**config.mk**
```make
export PLATFORM = sky130hd
export DESIGN_NAME = ethernet_frame_classifier_top
export DESIGN_NICKNAME = d
export VERILOG_FILES = /design/src/sv/efc_pkg.sv /design/src/sv/ethernet_frame_classifier_top.sv /design/src/sv/efc_parse.sv /design/src/sv/efc_stats.sv
export VERILOG_INCLUDE_DIRS = /design/src /design/src/sv
export SDC_FILE = /design/constraint.sdc
export NUM_CORES = 1
export LEC_CHECK = 0
export BUFFER_PORTS_ARGS = -buffer_cell sky130_fd_sc_hd__buf_4
export CAP_MARGIN = 20
export CORE_MARGIN = 10
export CORE_UTILIZATION = 50
export DETAILED_ROUTE_END_ITERATION = 8
export GPL_TIMING_DRIVEN = 0
export PLACE_DENSITY = 0.71
export RECOVER_POWER = 25
export SYNTH_ARGS = -nofsm -noshare
export SYNTH_HDL_FRONTEND = slang
export SYNTH_HIERARCHICAL = 1
export SYNTH_SLANG_ARGS = --single-unit
```
**constraint.sdc**
```tcl
create_clock -name clock -period 15.69 [get_ports clock]
set_input_delay 0.7845 -clock clock [delete_from_list [all_inputs] [get_ports clock]]
set_output_delay 0.7845 -clock clock [all_outputs]
set_load 0.005 [all_outputs]
```
**src/sv/ethernet_frame_classifier_top_defines.svh**
```systemverilog
// Assertion macros shared by the frame classifier RTL.
`ifndef ETHERNET_FRAME_CLASSIFIER_TOP_DEFINES_SVH
`define ETHERNET_FRAME_CLASSIFIER_TOP_DEFINES_SVH

// Checks a property on every rising clock edge outside of reset.
`define EFC_ASSERT(label, prop, msg) \
   label: assert property (@(posedge clock) disable iff (reset) prop) else $error(msg);

// Checks a property on every rising clock edge, reset included.
`define EFC_ASSERT_ALWAYS(label, prop, msg) \
   label: assert property (@(posedge clock) prop) else $error(msg);

`endif

```
**src/sv/efc_pkg.sv**
```systemverilog
// Types, constants and header offsets for the Ethernet frame classifier.
package efc_pkg;

   localparam int COUNT_WIDTH = 32;
   localparam int OUT_COUNT_W = 32;
   localparam int OFF_W       = 17;
   localparam int MAC_W       = 48;
   localparam int IP_W        = 32;
   localparam int WORD_W      = 16;

   localparam logic [WORD_W-1:0] TYPE_IPV4    = 16'h0800;
   localparam logic [WORD_W-1:0] TYPE_ARP     = 16'h0806;
   localparam logic [WORD_W-1:0] MAX_8023_LEN = 16'h05DC;
   localparam logic [WORD_W-1:0] WORD_RAW     = 16'hFFFF;
   localparam logic [WORD_W-1:0] WORD_SNAP    = 16'hAAAA;

   localparam logic [OFF_W-1:0] HDR_LEN         = 17'd14;
   localparam logic [OFF_W-1:0] ARP_LEN         = 17'(28 + 14);
   localparam logic [OFF_W-1:0] IPV4_MIN_LEN    = 17'd34;
   localparam logic [OFF_W-1:0] LEN8023_MIN_LEN = 17'd16;

   // Byte offsets within a frame of the header fields: where each starts, its low byte or its end.
   localparam logic [OFF_W-1:0] OFF_SRC_MAC = 17'd6;
   localparam logic [OFF_W-1:0] OFF_TYPE    = 17'd12;
   localparam logic [OFF_W-1:0] OFF_TYPE_LO = 17'd13;
   localparam logic [OFF_W-1:0] OFF_SECOND  = 17'd14;
   localparam logic [OFF_W-1:0] OFF_IP_LEN  = 17'd16;
   localparam logic [OFF_W-1:0] OFF_IP_LO   = 17'd17;
   localparam logic [OFF_W-1:0] OFF_SRC_IP  = 17'd26;
   localparam logic [OFF_W-1:0] OFF_DST_IP  = 17'd30;
   localparam logic [OFF_W-1:0] OFF_IP_END  = 17'd34;

   typedef enum logic [2:0] {
      KIND_IPV4 = 3'd0,
      KIND_ARP  = 3'd1,
      KIND_DIX  = 3'd2,
      KIND_RAW  = 3'd3,
      KIND_SNAP = 3'd4,
      KIND_LLC  = 3'd5
   } kind_type;

   typedef enum logic [1:0] {
      CLS_DIX  = 2'd0,
      CLS_RAW  = 2'd1,
      CLS_SNAP = 2'd2,
      CLS_LLC  = 2'd3
   } class_type;

   typedef struct packed {
      logic [MAC_W-1:0] dst_mac;
      logic [MAC_W-1:0] src_mac;
      kind_type         kind;
      class_type        cls;
      logic [IP_W-1:0]  src_ip;
      logic [IP_W-1:0]  dst_ip;
      logic [OFF_W-1:0] frame_length;
      logic             short_frame;
   } result_type;

endpackage

```
**src/sv/ethernet_frame_classifier_top.sv**
```systemverilog
// Ethernet frame classifier top level: byte input stage, parser, counters, result register.
//
// The block takes one byte of a stream of back-to-back Ethernet frames per
// item and gives one result item at the last byte of each frame. A result
// carries the destination and source MAC, the frame kind (IPv4, ARP or other
// DIX, raw 802.3, SNAP or LLC), the IPv4 addresses for IPv4 frames (zero
// otherwise), the frame length including the 14-byte header, a running frame
// number and the running count for the frame's class. Frame length comes from
// the type/length word, is the fixed ARP length for ARP frames, or comes from
// the IP total length for IPv4; a length shorter than the header bytes the
// block reads is raised to that minimum and flagged with short_frame. Throughput
// is one byte per clock cycle. A byte passes through an input register and
// then the parse logic, which updates the frame state and, on the last byte,
// loads the result register. The input register keeps taking bytes while a
// result waits, and stalls only when a last byte meets a result register that
// is still full and not being taken.
module ethernet_frame_classifier_top
   import efc_pkg::*;
(
   input  logic                   clock,
   input  logic                   reset,
   input  logic                   req_valid,
   output logic                   req_ready,
   input  logic [7:0]             req_byte_in,
   output logic                   rsp_valid,
   input  logic                   rsp_ready,
   output logic [MAC_W-1:0]       rsp_dst_mac,
   output logic [MAC_W-1:0]       rsp_src_mac,
   output logic [2:0]             rsp_frame_kind,
   output logic [IP_W-1:0]        rsp_src_ip,
   output logic [IP_W-1:0]        rsp_dst_ip,
   output logic [OFF_W-1:0]       rsp_frame_length,
   output logic [OUT_COUNT_W-1:0] rsp_frame_number,
   output logic [OUT_COUNT_W-1:0] rsp_class_count,
   output logic                   rsp_short_frame
);

`include "ethernet_frame_classifier_top_defines.svh"

   logic                   in_valid_ff;
   logic [7:0]             in_byte_ff;
   logic                   rsp_valid_ff;
   logic [MAC_W-1:0]       dst_mac_ff;
   logic [MAC_W-1:0]       src_mac_ff;
   logic [2:0]             kind_ff;
   logic [IP_W-1:0]        src_ip_ff;
   logic [IP_W-1:0]        dst_ip_ff;
   logic [OFF_W-1:0]       length_ff;
   logic [OUT_COUNT_W-1:0] number_ff;
   logic [OUT_COUNT_W-1:0] class_count_ff;
   logic                   short_ff;

   logic                   frame_done;
   result_type             result;
   logic                   out_free;
   logic                   advance;
   logic                   load_result;
   logic [OUT_COUNT_W-1:0] frame_number;
   logic [OUT_COUNT_W-1:0] class_count;

   // The buffered byte moves on unless it finishes a frame and the result
   // register cannot take the new result in this cycle.
   assign out_free    = !rsp_valid_ff || rsp_ready;
   assign advance     = in_valid_ff && (!frame_done || out_free);
   assign load_result = advance && frame_done;
   assign req_ready   = !in_valid_ff || advance;

   efc_parse u_parse (
      .clock     (clock),
      .reset     (reset),
      .enable    (advance),
      .data_byte (in_byte_ff),
      .done      (frame_done),
      .result    (result)
   );

   efc_stats u_stats (
      .clock        (clock),
      .reset        (reset),
      .count        (load_result),
      .cls          (result.cls),
      .frame_number (frame_number),
      .class_count  (class_count)
   );

   always_ff @(posedge clock) begin
      if (reset) begin
         in_valid_ff <= 1'b0;
      end else if (req_ready) begin
         in_valid_ff <= req_valid;
      end
   end

   always_ff @(posedge clock) begin
      if (req_valid && req_ready) begin
         in_byte_ff <= req_byte_in;
      end
   end

   always_ff @(posedge clock) begin
      if (reset) begin
         rsp_valid_ff <= 1'b0;
      end else if (load_result) begin
         rsp_valid_ff <= 1'b1;
      end else if (rsp_ready) begin
         rsp_valid_ff <= 1'b0;
      end
   end

   always_ff @(posedge clock) begin
      if (load_result) begin
         dst_mac_ff     <= result.dst_mac;
         src_mac_ff     <= result.src_mac;
         kind_ff        <= result.kind;
         src_ip_ff      <= result.src_ip;
         dst_ip_ff      <= result.dst_ip;
         length_ff      <= result.frame_length;
         number_ff      <= frame_number;
         class_count_ff <= class_count;
         short_ff       <= result.short_frame;
      end
   end

   assign rsp_valid        = rsp_valid_ff;
   assign rsp_dst_mac      = dst_mac_ff;
   assign rsp_src_mac      = src_mac_ff;
   assign rsp_frame_kind   = kind_ff;
   assign rsp_src_ip       = src_ip_ff;
   assign rsp_dst_ip       = dst_ip_ff;
   assign rsp_frame_length = length_ff;
   assign rsp_frame_number = number_ff;
   assign rsp_class_count  = class_count_ff;
   assign rsp_short_frame  = short_ff;

   `EFC_ASSERT(a_byte_held, (in_valid_ff && !advance) |=> (in_valid_ff && $stable(in_byte_ff)), "buffered byte lost while stalled")
   `EFC_ASSERT(a_no_overwrite, (rsp_valid_ff && !rsp_ready) |-> !load_result, "result register overwritten before it was taken")
   `EFC_ASSERT_ALWAYS(a_reset_empty, reset |=> (!in_valid_ff && !rsp_valid_ff), "pipeline not empty after reset")

endmodule

```
**src/sv/efc_parse.sv**
```systemverilog
// Header capture, length tracking and classification of the byte stream.
module efc_parse
   import efc_pkg::*;
(
   input  logic             clock,
   input  logic             reset,
   input  logic             enable,
   input  logic [7:0]       data_byte,
   output logic             done,
   output result_type       result
);

`include "ethernet_frame_classifier_top_defines.svh"

   logic [OFF_W-1:0]  offset_ff, offset_in;
   logic [OFF_W-1:0]  goal_ff, goal_in;
   logic [MAC_W-1:0]  dst_mac_ff, dst_mac_in;
   logic [MAC_W-1:0]  src_mac_ff, src_mac_in;
   logic [WORD_W-1:0] type_ff, type_in;
   logic [WORD_W-1:0] second_ff, second_in;
   logic [IP_W-1:0]   src_ip_ff, src_ip_in;
   logic [IP_W-1:0]   dst_ip_ff, dst_ip_in;
   logic [7:0]        ip_len_high_ff, ip_len_high_in;
   logic              short_ff, short_in;
   logic [OFF_W-1:0]  type_len;
   logic [OFF_W-1:0]  ip_len;
   logic [OFF_W-1:0]  offset_next;

   always_comb begin
      dst_mac_in     = dst_mac_ff;
      src_mac_in     = src_mac_ff;
      type_in        = type_ff;
      second_in      = second_ff;
      ip_len_high_in = ip_len_high_ff;
      src_ip_in      = src_ip_ff;
      dst_ip_in      = dst_ip_ff;

      priority if (offset_ff < OFF_SRC_MAC) begin
         dst_mac_in = {dst_mac_ff[MAC_W-9:0], data_byte};
      end else if (offset_ff < OFF_TYPE) begin
         src_mac_in = {src_mac_ff[MAC_W-9:0], data_byte};
      end else if (offset_ff < OFF_SECOND) begin
         type_in = {type_ff[WORD_W-9:0], data_byte};
      end else if (offset_ff < OFF_IP_LEN) begin
         second_in = {second_ff[WORD_W-9:0], data_byte};
      end else if (offset_ff == OFF_IP_LEN) begin
         ip_len_high_in = data_byte;
      end else if (offset_ff >= OFF_SRC_IP && offset_ff < OFF_DST_IP) begin
         src_ip_in = {src_ip_ff[IP_W-9:0], data_byte};
      end else if (offset_ff >= OFF_DST_IP && offset_ff < OFF_IP_END) begin
         dst_ip_in = {dst_ip_ff[IP_W-9:0], data_byte};
      end else begin
         dst_mac_in = dst_mac_ff;
      end
   end

   // The frame length becomes known at the type word, or at the IP total
   // length for IPv4 frames.
   always_comb begin
      type_len = OFF_W'(type_in) + HDR_LEN;
      ip_len   = OFF_W'({ip_len_high_ff, data_byte}) + HDR_LEN;
      goal_in  = goal_ff;
      short_in = short_ff;
      if (offset_ff == OFF_TYPE_LO && type_in != TYPE_IPV4) begin
         priority if (type_in == TYPE_ARP) begin
            goal_in = ARP_LEN;
         end else if (type_in > MAX_8023_LEN) begin
            goal_in = type_len;
         end else if (type_len < LEN8023_MIN_LEN) begin
            goal_in  = LEN8023_MIN_LEN;
            short_in = 1'b1;
         end else begin
            goal_in = type_len;
         end
      end else if (offset_ff == OFF_IP_LO && type_in == TYPE_IPV4) begin
         if (ip_len < IPV4_MIN_LEN) begin
            goal_in  = IPV4_MIN_LEN;
            short_in = 1'b1;
         end else begin
            goal_in = ip_len;
         end
      end
      offset_next = offset_ff + OFF_W'(1);
      done        = (goal_in != '0) && (offset_next == goal_in);
      offset_in   = done ? '0 : offset_next;
   end

   always_comb begin
      result.dst_mac      = dst_mac_in;
      result.src_mac      = src_mac_in;
      result.src_ip       = '0;
      result.dst_ip       = '0;
      result.frame_length = goal_in;
      result.short_frame  = short_in;
      priority if (type_in == TYPE_IPV4) begin
         result.kind   = KIND_IPV4;
         result.cls    = CLS_DIX;
         result.src_ip = src_ip_in;
         result.dst_ip = dst_ip_in;
      end else if (type_in == TYPE_ARP) begin
         result.kind = KIND_ARP;
         result.cls  = CLS_DIX;
      end else if (type_in > MAX_8023_LEN) begin
         result.kind = KIND_DIX;
         result.cls  = CLS_DIX;
      end else if (second_in == WORD_RAW) begin
         result.kind = KIND_RAW;
         result.cls  = CLS_RAW;
      end else if (second_in == WORD_SNAP) begin
         result.kind = KIND_SNAP;
         result.cls  = CLS_SNAP;
      end else begin
         result.kind = KIND_LLC;
         result.cls  = CLS_LLC;
      end
   end

   // A finished frame clears all per-frame state for the next one.
   always_ff @(posedge clock) begin
      if (reset || (enable && done)) begin
         offset_ff      <= '0;
         goal_ff        <= '0;
         dst_mac_ff     <= '0;
         src_mac_ff     <= '0;
         type_ff        <= '0;
         second_ff      <= '0;
         src_ip_ff      <= '0;
         dst_ip_ff      <= '0;
         ip_len_high_ff <= '0;
         short_ff       <= 1'b0;
      end else if (enable) begin
         offset_ff      <= offset_in;
         goal_ff        <= goal_in;
         dst_mac_ff     <= dst_mac_in;
         src_mac_ff     <= src_mac_in;
         type_ff        <= type_in;
         second_ff      <= second_in;
         src_ip_ff      <= src_ip_in;
         dst_ip_ff      <= dst_ip_in;
         ip_len_high_ff <= ip_len_high_in;
         short_ff       <= short_in;
      end
   end

   `EFC_ASSERT(a_offset_clears, (enable && done) |=> (offset_ff == '0 && goal_ff == '0), "frame state not cleared after last byte")
   `EFC_ASSERT(a_goal_ahead, (goal_ff != '0) |-> (goal_ff > offset_ff), "frame length behind the byte offset")
   `EFC_ASSERT(a_short_kind, short_ff |-> (type_ff == TYPE_IPV4 || type_ff <= MAX_8023_LEN), "short flag on a frame kind that cannot be short")

endmodule

```
**src/sv/efc_stats.sv**
```systemverilog
// Running frame counter and per-class frame counters.
module efc_stats
   import efc_pkg::*;
(
   input  logic                   clock,
   input  logic                   reset,
   input  logic                   count,
   input  class_type              cls,
   output logic [OUT_COUNT_W-1:0] frame_number,
   output logic [OUT_COUNT_W-1:0] class_count
);

   logic [COUNT_WIDTH-1:0] frame_counter_ff, frame_counter_in;
   logic [COUNT_WIDTH-1:0] class_counters_ff [4];
   logic [COUNT_WIDTH-1:0] class_counter_in;

   // Results show the counts including the frame being reported.
   assign frame_counter_in = frame_counter_ff + COUNT_WIDTH'(1);
   assign class_counter_in = class_counters_ff[cls] + COUNT_WIDTH'(1);
   assign frame_number     = OUT_COUNT_W'(frame_counter_in);
   assign class_count      = OUT_COUNT_W'(class_counter_in);

   always_ff @(posedge clock) begin
      if (reset) begin
         frame_counter_ff <= '0;
         for (int i = 0; i < 4; i++) begin
            class_counters_ff[i] <= '0;
         end
      end else if (count) begin
         frame_counter_ff       <= frame_counter_in;
         class_counters_ff[cls] <= class_counter_in;
      end
   end

endmodule
```
==> results of run 1 <==
power groups by stage:
| stage | registers, W | logic (W) | clock network [W] |
|---|---|---|---|
| after floorplan | 0.00187 | 0.000132 | 0 |
| after global placement | 0.00187 | 0.000197 | 0 |
| after detailed placement | 0.00187 | 0.000203 | 0 |
| after CTS | 0.00183 | 0.000205 | 0.00171 |
| after global routing | 0.00183 | 0.000220 | 0.00178 |
| final | 0.00183 | 0.000206 | 0.00168 |
per-layer routing:
metal,part of all wire [%],vias up,GRT usage (%)
met2,47,945,39.1
met5,0.015,-,0
met3,8.5,169,5.66
met4,2.9,2,8.74
met1,42,11081,31.0
li1,-,10432,-
layout make-up:
type                       instances  area [sq um]  area share [%]
inverter                          65           244           0.692
clock inverter                    35           347           0.983
timing repair buffer             271          1760            4.99
sequential                       650         16800            47.7
clock buffer                      95          2030            5.76
tap                              773           967            2.74
multi-input combinational       1767         12100            34.4
buffer                           192           928            2.63
cell usage in the layout, fill, tap and decap left out, types with 26 or more instances in the layout:
master / netlist / layout
nor2_1: 230 / 229
nand4_1: 44 / 45
o21ai_0: 40 / 40
edfxtp_1: 381 / 381
mux2i_1: 216 / 216
inv_1: 63 / 63
clkbuf_1: 128 / 248
nand2_1: 232 / 232
a21oi_1: 103 / 103
nand3_1: 69 / 69
dfxtp_1: 269 / 269
and3_1: 26 / 26
xnor2_1: 59 / 59
nor3_1: 260 / 259
clkbuf_4: 0 / 147
xor2_1: 76 / 76
mux2_2: 91 / 70
clkbuf_16: 0 / 73
through the flow:
stage	power, W	cell area [sq um]	instances	utilization [%]	hold WS [ns]
after floorplan	0.00200	30200	2674	-	0.458
after global placement	0.00207	33100	3705	55.7	0.467
after detailed placement	0.00207	33300	3717	56.1	0.491
after CTS	0.00375	35700	3847	60.1	0.328
after global routing	0.00383	35200	3848	59.4	0.354
final	0.00372	35200	3848	59.4	0.361
flip-flops by register name, indices dropped and copies added, names as in the netlist, 17 cells and up:
| name | count |
|---|---|
| rsp_src_ip | 32 |
| u_parse/goal_ff | 17 |
| u_parse/dst_mac_ff | 48 |
| rsp_src_mac | 48 |
| u_stats/frame_counter_ff | 32 |
| u_parse/src_ip_ff | 32 |
| u_parse/offset_ff | 17 |
| u_parse/dst_ip_ff | 32 |
| rsp_frame_length | 17 |
| rsp_dst_mac | 48 |
| rsp_frame_number | 32 |
| u_stats/class_counters_ff | 128 |
| rsp_dst_ip | 32 |
| rsp_class_count | 32 |
| u_parse/src_mac_ff | 48 |
worst register-to-register path, stage by stage (launching register included):
cell	delay, ns
dfxtp_1	0.30
clkbuf_1	0.20
nor4_1	0.82
nand4b_1	0.59
or3_1	0.49
clkbuf_1	0.27
clkbuf_1	0.38
a21oi_1	0.37
ha_1	0.31
nand2b_1	0.17
mux2i_1	0.50
or4_1	0.21
a31oi_2	0.16
or4_1	0.67
and2_1	0.24
xnor2_1	0.18
or2_2	0.32
or4_1	0.50
nor2_1	0.69
nand2_1	0.24
nor2_4	0.65
buf_12	0.31
clkbuf_1	0.44
clkbuf_1	0.49
a31o_2	0.95
final timing paths:
check                                from                               to
max                 u_parse/offset_ff[14]  u_stats/class_counters_ff[3][5]
min                                 reset                      in_valid_ff
max reg2reg         u_parse/offset_ff[14]  u_stats/class_counters_ff[3][5]
min reg2reg  u_stats/frame_counter_ff[21]     u_stats/frame_counter_ff[21]
cells by family (layout without fill, tap and decap cells):
family	count (synthesis)	after routing	synth area share [%]
muxes	341	341	13.3
buffers and inverters	257	658	3.90
xor gates and xnor gates	146	146	4.51
adders and majority gates	8	8	0.332
AOI/OAI and AO/OA	241	241	5.05
and+or+nand+nor	1031	1031	17.1
DFF	650	650	55.8
==> metrics.cfg, run 1 <==
[timing]
timing.setup.tns_ns=0
skew_ns=0.0322
hold_viol=0
timing.final.setup_violations=0
slew_violations=0
rsz0062_at_grt=no
finalCriticalPeriod_ns=10.89
fmax_ghz=0.0918
finalCritPeriodShare_pct=69.4
slew_headroom_pct=11.5
setup_ws_ns=4.80
tightest_slew_ns=1.32

[synth]
synth_flop_cell=edfxtp_1
synth_area_leader_cell=edfxtp_1
async_flop_share_pct=0
synthesis.area_sq_um=30200
synth_warnings=6
synth-edff-count=381
yosysMostFrequentCell=edfxtp_1
syn_avg_cell_area_sq_um=11.3
synthTopCellsByArea=edfxtp_1 38%, dfxtp_1 18%, mux2i_1 7.2%
synth_nets=2694
seq_area_frac_synth_pct=55.8
synth-seq-cells=650
synth_common_cells=381 x edfxtp_1, 269 x dfxtp_1, 260 x nor3_1
synth_cell_type_count=100
synth_top_area_share_pct=37.9
synthCells=2674

[routing]
drc=0
via_per_inst=5.88
firstDrtPassIters=5
drt_iter0_drc=2078
routed_wirelength_um=87400
drtAntennaViolNets=0
wl_per_cell_um=22.7
vias=22629

[power]
p_leak_nw=13.5
sw_frac_of_total_pct=22.8
irDropWorstVdd_v=0.0000789
p_int_w=0.00287
combPwrFrac_pct=5.5
pwr-share-seq_pct=49.3
power_frac_clock_pct=45.2
powerDensity_nw_per_um2=106
p_switching_w=0.000848

[critical_path]
end_kind=flip-flop
path_cells=clkbuf_1 -> nor4_1 -> nand4b_1 -> or3_1 -> clkbuf_1 -> clkbuf_1 -> a21oi_1 -> ha_1 -> nand2b_1 -> mux2i_1 -> or4_1 -> a31oi_2 -> or4_1 -> and2_1 -> xnor2_1 -> or2_2 -> or4_1 -> nor2_1 -> nand2_1 -> nor2_4 -> buf_12 -> clkbuf_1 -> clkbuf_1 -> a31o_2
path_max_fanout=34
crit_top_cell=clkbuf_1
cpPeakStageDelay_ns=0.95
worstPathRequired_ns=15.91
crit_type=flip-flop to flip-flop
regToRegSetupSlack_ns=4.80
worst_setup_path_start_kind=flip-flop
rr_worst_depth=24
arrival_ns=11.11
cp_num_buf_inv=6
crit_slowest_cell=a31o_2
critical_path_depth=24
critical_path.top_delay_family=simple AND/OR/NAND/NOR gates

[cts]
clock_latency_ns=0.62
post-cts-setup-buffers=0
cts.sinks=650
hold_buffers=0
ctsResizeCount=0
cts_root_buf=clkbuf_16
cts_buffer_depth=3
cts_made_buffers=70
clk_pin_slew_ns=0.06
cts_tree=yes
htreeDepth=3

[finish]
fin_nets=3037
drive_gt1_share_pct=15.3
syn2layout_area_growth_pct=16.9
fillCellCount=4850
antenna_cells=0

[die]
die_area_sq_um=70500
die_h_um=266
core-area_sq_um=59400
rows=89
die_w_um=266
start_util_pct=50.8
boundaryPins=259

[global_route]
gr-total-overflow=0
grt_pass1_wl_um=133000
grt_pass1_vias=22394
grt_max_degree=40
antenna_found_initial=2
track_usage_pct=24.1

[worst_hold_path]
hold_path_depth=2
min_path_type=input port to flip-flop

[flow_run]
cap_viol_max_count=0

[place]
pre_cts_ws_ns=5.63
gp_congestion=0.961
io_buffers=258
dp_hpwl_um=62400

[run_status]
outcome=finished clean

No activity file was read; power rests on OpenSTA's default activity.
==> run 2, diff against run 1 <==
- PLACE_DENSITY: 0.71 -> 0.69
- clock period: 15.69 -> 10.9 ns (I/O delays scaled with it)
==> run 2 against run 1 <==
Sequential power increased by 44%. Hold slack got worse by 0.22 ns. Flip-flop and latch count unchanged. Global-route usage decreased by 0.14 points. Clock-buffer cell count decreased by 8. Clock power increased by 42%. Via count decreased by 0.53%. Largest cell class unchanged.
==> metrics.cfg, run 2 (synthesis gave the netlist of run 1 again) <==
[run_status]
outcome=finished clean  ; unchanged

[timing]
fmax_ghz=0.0983  ; was 0.0918 GHz
setup_ws_ns=0.726  ; was 4.80 ns
finalCriticalPeriod_ns=10.17  ; was 10.89 ns
slew_headroom_pct=8.47  ; was 11.5%
rsz0062_at_grt=no  ; unchanged
timing.final.setup_violations=0  ; unchanged
hold_viol=0  ; unchanged
skew_ns=0.0221  ; was 0.0322 ns
finalCritPeriodShare_pct=93.3  ; was 69.4%
slew_violations=0  ; unchanged
tightest_slew_ns=1.36  ; was 1.32 ns

[critical_path]
crit_slowest_cell=a31o_2  ; unchanged
r2r-end=u_stats/class_counters_ff[3][6]  ; was u_stats/class_counters_ff[3][5]
worst_setup_path_start_kind=flip-flop  ; unchanged
cp-startpoint=u_parse/offset_ff[14]  ; unchanged
arrival_ns=10.39  ; was 11.11 ns
worstPathRequired_ns=11.11  ; was 15.91 ns
regToRegSetupSlack_ns=0.73  ; was 4.80 ns
cp_num_buf_inv=6  ; unchanged
cpPeakStageDelay_ns=0.96  ; was 0.95 ns
rr_worst_depth=24  ; unchanged
path_max_fanout=35  ; was 34
crit_top_cell=clkbuf_1  ; unchanged
reg2reg_from=u_parse/offset_ff[14]  ; unchanged
crit_type=flip-flop to flip-flop  ; unchanged
end_kind=flip-flop  ; unchanged
critical_path_depth=24  ; unchanged
path_cells=buf_2 -> nor4_4 -> nand4b_1 -> or3_1 -> clkbuf_1 -> clkbuf_1 -> a21oi_1 -> ha_1 -> nand2b_1 -> mux2i_1 -> nor2_1 -> mux2i_1 -> nor3_1 -> o32a_1 -> xor2_1 -> or4_1 -> or4_1 -> nor2_1 -> nand2_1 -> nor2_4 -> buf_12 -> clkbuf_1 -> clkbuf_1 -> a31o_2  ; was clkbuf_1 -> nor4_1 -> nand4b_1 -> or3_1 -> clkbuf_1 -> clkbuf_1 -> a21oi_1 -> ha_1 -> nand2b_1 -> mux2i_1 -> or4_1 -> a31oi_2 -> or4_1 -> and2_1 -> xnor2_1 -> or2_2 -> or4_1 -> nor2_1 -> nand2_1 -> nor2_4 -> buf_12 -> clkbuf_1 -> clkbuf_1 -> a31o_2
critical_path.top_delay_family=simple AND/OR/NAND/NOR gates  ; unchanged

[global_route]
grt_use_met3_pct=5.36  ; was 5.66%
grt_max_degree=39  ; was 40
gr-total-overflow=0  ; unchanged
grt_pass1_vias=22645  ; was 22394
use_met2_pct=38.2  ; was 39.1%
busiest_layer=met2  ; unchanged
track_usage_pct=23.9  ; was 24.1%
antenna_found_initial=2  ; unchanged
grt_pass1_wl_um=133000  ; about the same
use_met1_pct=31.5  ; was 31.0%

[power]
p_leak_nw=13.4  ; was 13.5 nW
powerDensity_nw_per_um2=151  ; was 106 nW/um^2
irDropWorstVdd_v=0.000124  ; was 0.0000789 V

[routing]
routed_wirelength_um=86200  ; was 87400 um
firstDrtPassIters=9  ; was 5
wl_per_cell_um=22.4  ; was 22.7 um
via_per_inst=5.85  ; was 5.88
drtAntennaViolNets=0  ; unchanged
vias=22509  ; was 22629
drc=0  ; unchanged
drt_iter0_drc=1924  ; was 2078

[finish]
fillCellCount=4928  ; was 4850
fin_nets=3039  ; was 3037
largest_register_ffs=128  ; unchanged
final_area_sq_um=35200  ; about the same
layout.cells.most_common_list=381 x edfxtp_1, 269 x dfxtp_1, 259 x nor3_1  ; unchanged
seq_area_sq_um=16800  ; unchanged
regMostFlops=u_stats/class_counters_ff  ; unchanged
multi_input_area_sq_um=12100  ; about the same
syn2layout_area_growth_pct=16.7  ; was 16.9%
final-instance-count-excl-fill=3847  ; was 3848
final_common_cell=edfxtp_1  ; unchanged
drive_gt1_share_pct=14.7  ; was 15.3%
antenna_cells=0  ; unchanged

[place]
gp_congestion=0.978  ; was 0.961
pre_cts_ws_ns=0.995  ; was 5.63 ns
dp_hpwl_um=61900  ; was 62400 um
io_buffers=258  ; unchanged
post_dp_cell_area_sq_um=33400  ; was 33300 sq um
dp_cells=3719  ; was 3717

[worst_hold_path]
min_path_type=input port to flip-flop  ; unchanged
hold_path_depth=1  ; was 2
min_from=req_byte_in[2]  ; was reset
hold_end=in_byte_ff[2]  ; was in_valid_ff

[die]
rows=89  ; unchanged
core-area_sq_um=59400  ; unchanged
die_h_um=266  ; unchanged
start_util_pct=50.8  ; unchanged
boundaryPins=259  ; unchanged
die_area_sq_um=70500  ; unchanged
die_w_um=266  ; unchanged

[cts]
cts_tree=yes  ; unchanged
cts_root_buf=clkbuf_16  ; unchanged
cts_buffer_depth=3  ; unchanged
cts.sinks=650  ; unchanged
clock_latency_ns=0.62  ; about the same
cts_made_buffers=71  ; was 70
clk_pin_slew_ns=0.06  ; about the same
post-cts-setup-buffers=0  ; unchanged
hold_buffers=0  ; unchanged
ctsResizeCount=0  ; unchanged
htreeDepth=3  ; unchanged

[flow_run]
cap_viol_max_count=0  ; unchanged

run 2: power by group:
part           internal, W  switching (W)  leakage (nW)
Combinational    0.0000958       0.000201          6.18
Sequential         0.00262      0.0000165          6.11
Clock              0.00139       0.000991          1.13
Total              0.00411        0.00121          13.4
run 2: worst max path at each step:
stage	slack, ns	end
6_report	0.73	u_stats/class_counters_ff[3][6]
3_5_place_dp	0.99	u_stats/class_counters_ff[3][15]
5_1_grt	0.28	u_stats/class_counters_ff[3][14]
4_1_cts	0.97	u_stats/class_counters_ff[3][14]
3_3_place_gp	-3.42	u_stats/class_counters_ff[0][12]
2_1_floorplan	0.48	u_stats/class_counters_ff[0][0]
run 2: cell type report:
class,instances,share of cell area (%)
multi-input combinational,1767,34.5
inverter,65,0.693
buffer,192,2.64
tap,773,2.75
clock buffer,87,5.39
clock inverter,41,1.18
timing repair buffer,272,5.04
sequential,650,47.8
run 2: routing by layer:
layer	up-vias	wire length (um)
li1	10415	-
met1	11107	36800
met2	846	40000
met3	141	6670
met4	0	2670
met5	-	0
run 2: worst register-to-register path, delay by kind of cell, from the launching register on:
| kind | cells | cell delay (ns) |
|---|---|---|
| AO/OA/AOI/OAI | 3 | 1.74 |
| XOR/XNOR | 1 | 0.19 |
| adder cells (fa/ha/maj) | 1 | 0.32 |
| buffers and inverters | 6 | 2.03 |
| flip-flops | 1 | 0.29 |
| multiplexers | 2 | 0.70 |
| AND/OR/NAND/NOR | 11 | 4.50 |
run 2: stage by stage:
| stage | total power (W) | hold slack, ns | setup TNS, ns | utilization, % |
|---|---|---|---|---|
| final | 0.00531 | 0.143 | 0 | 59.3 |
| after global placement | 0.00298 | 0.466 | -1062.40 | 55.7 |
| after global routing | 0.00549 | 0.124 | 0 | 59.3 |
| after floorplan | 0.00288 | 0.458 | 0 | - |
| after CTS | 0.00537 | 0.0915 | 0 | 60.1 |
| after detailed placement | 0.00298 | 0.494 | 0 | 56.2 |
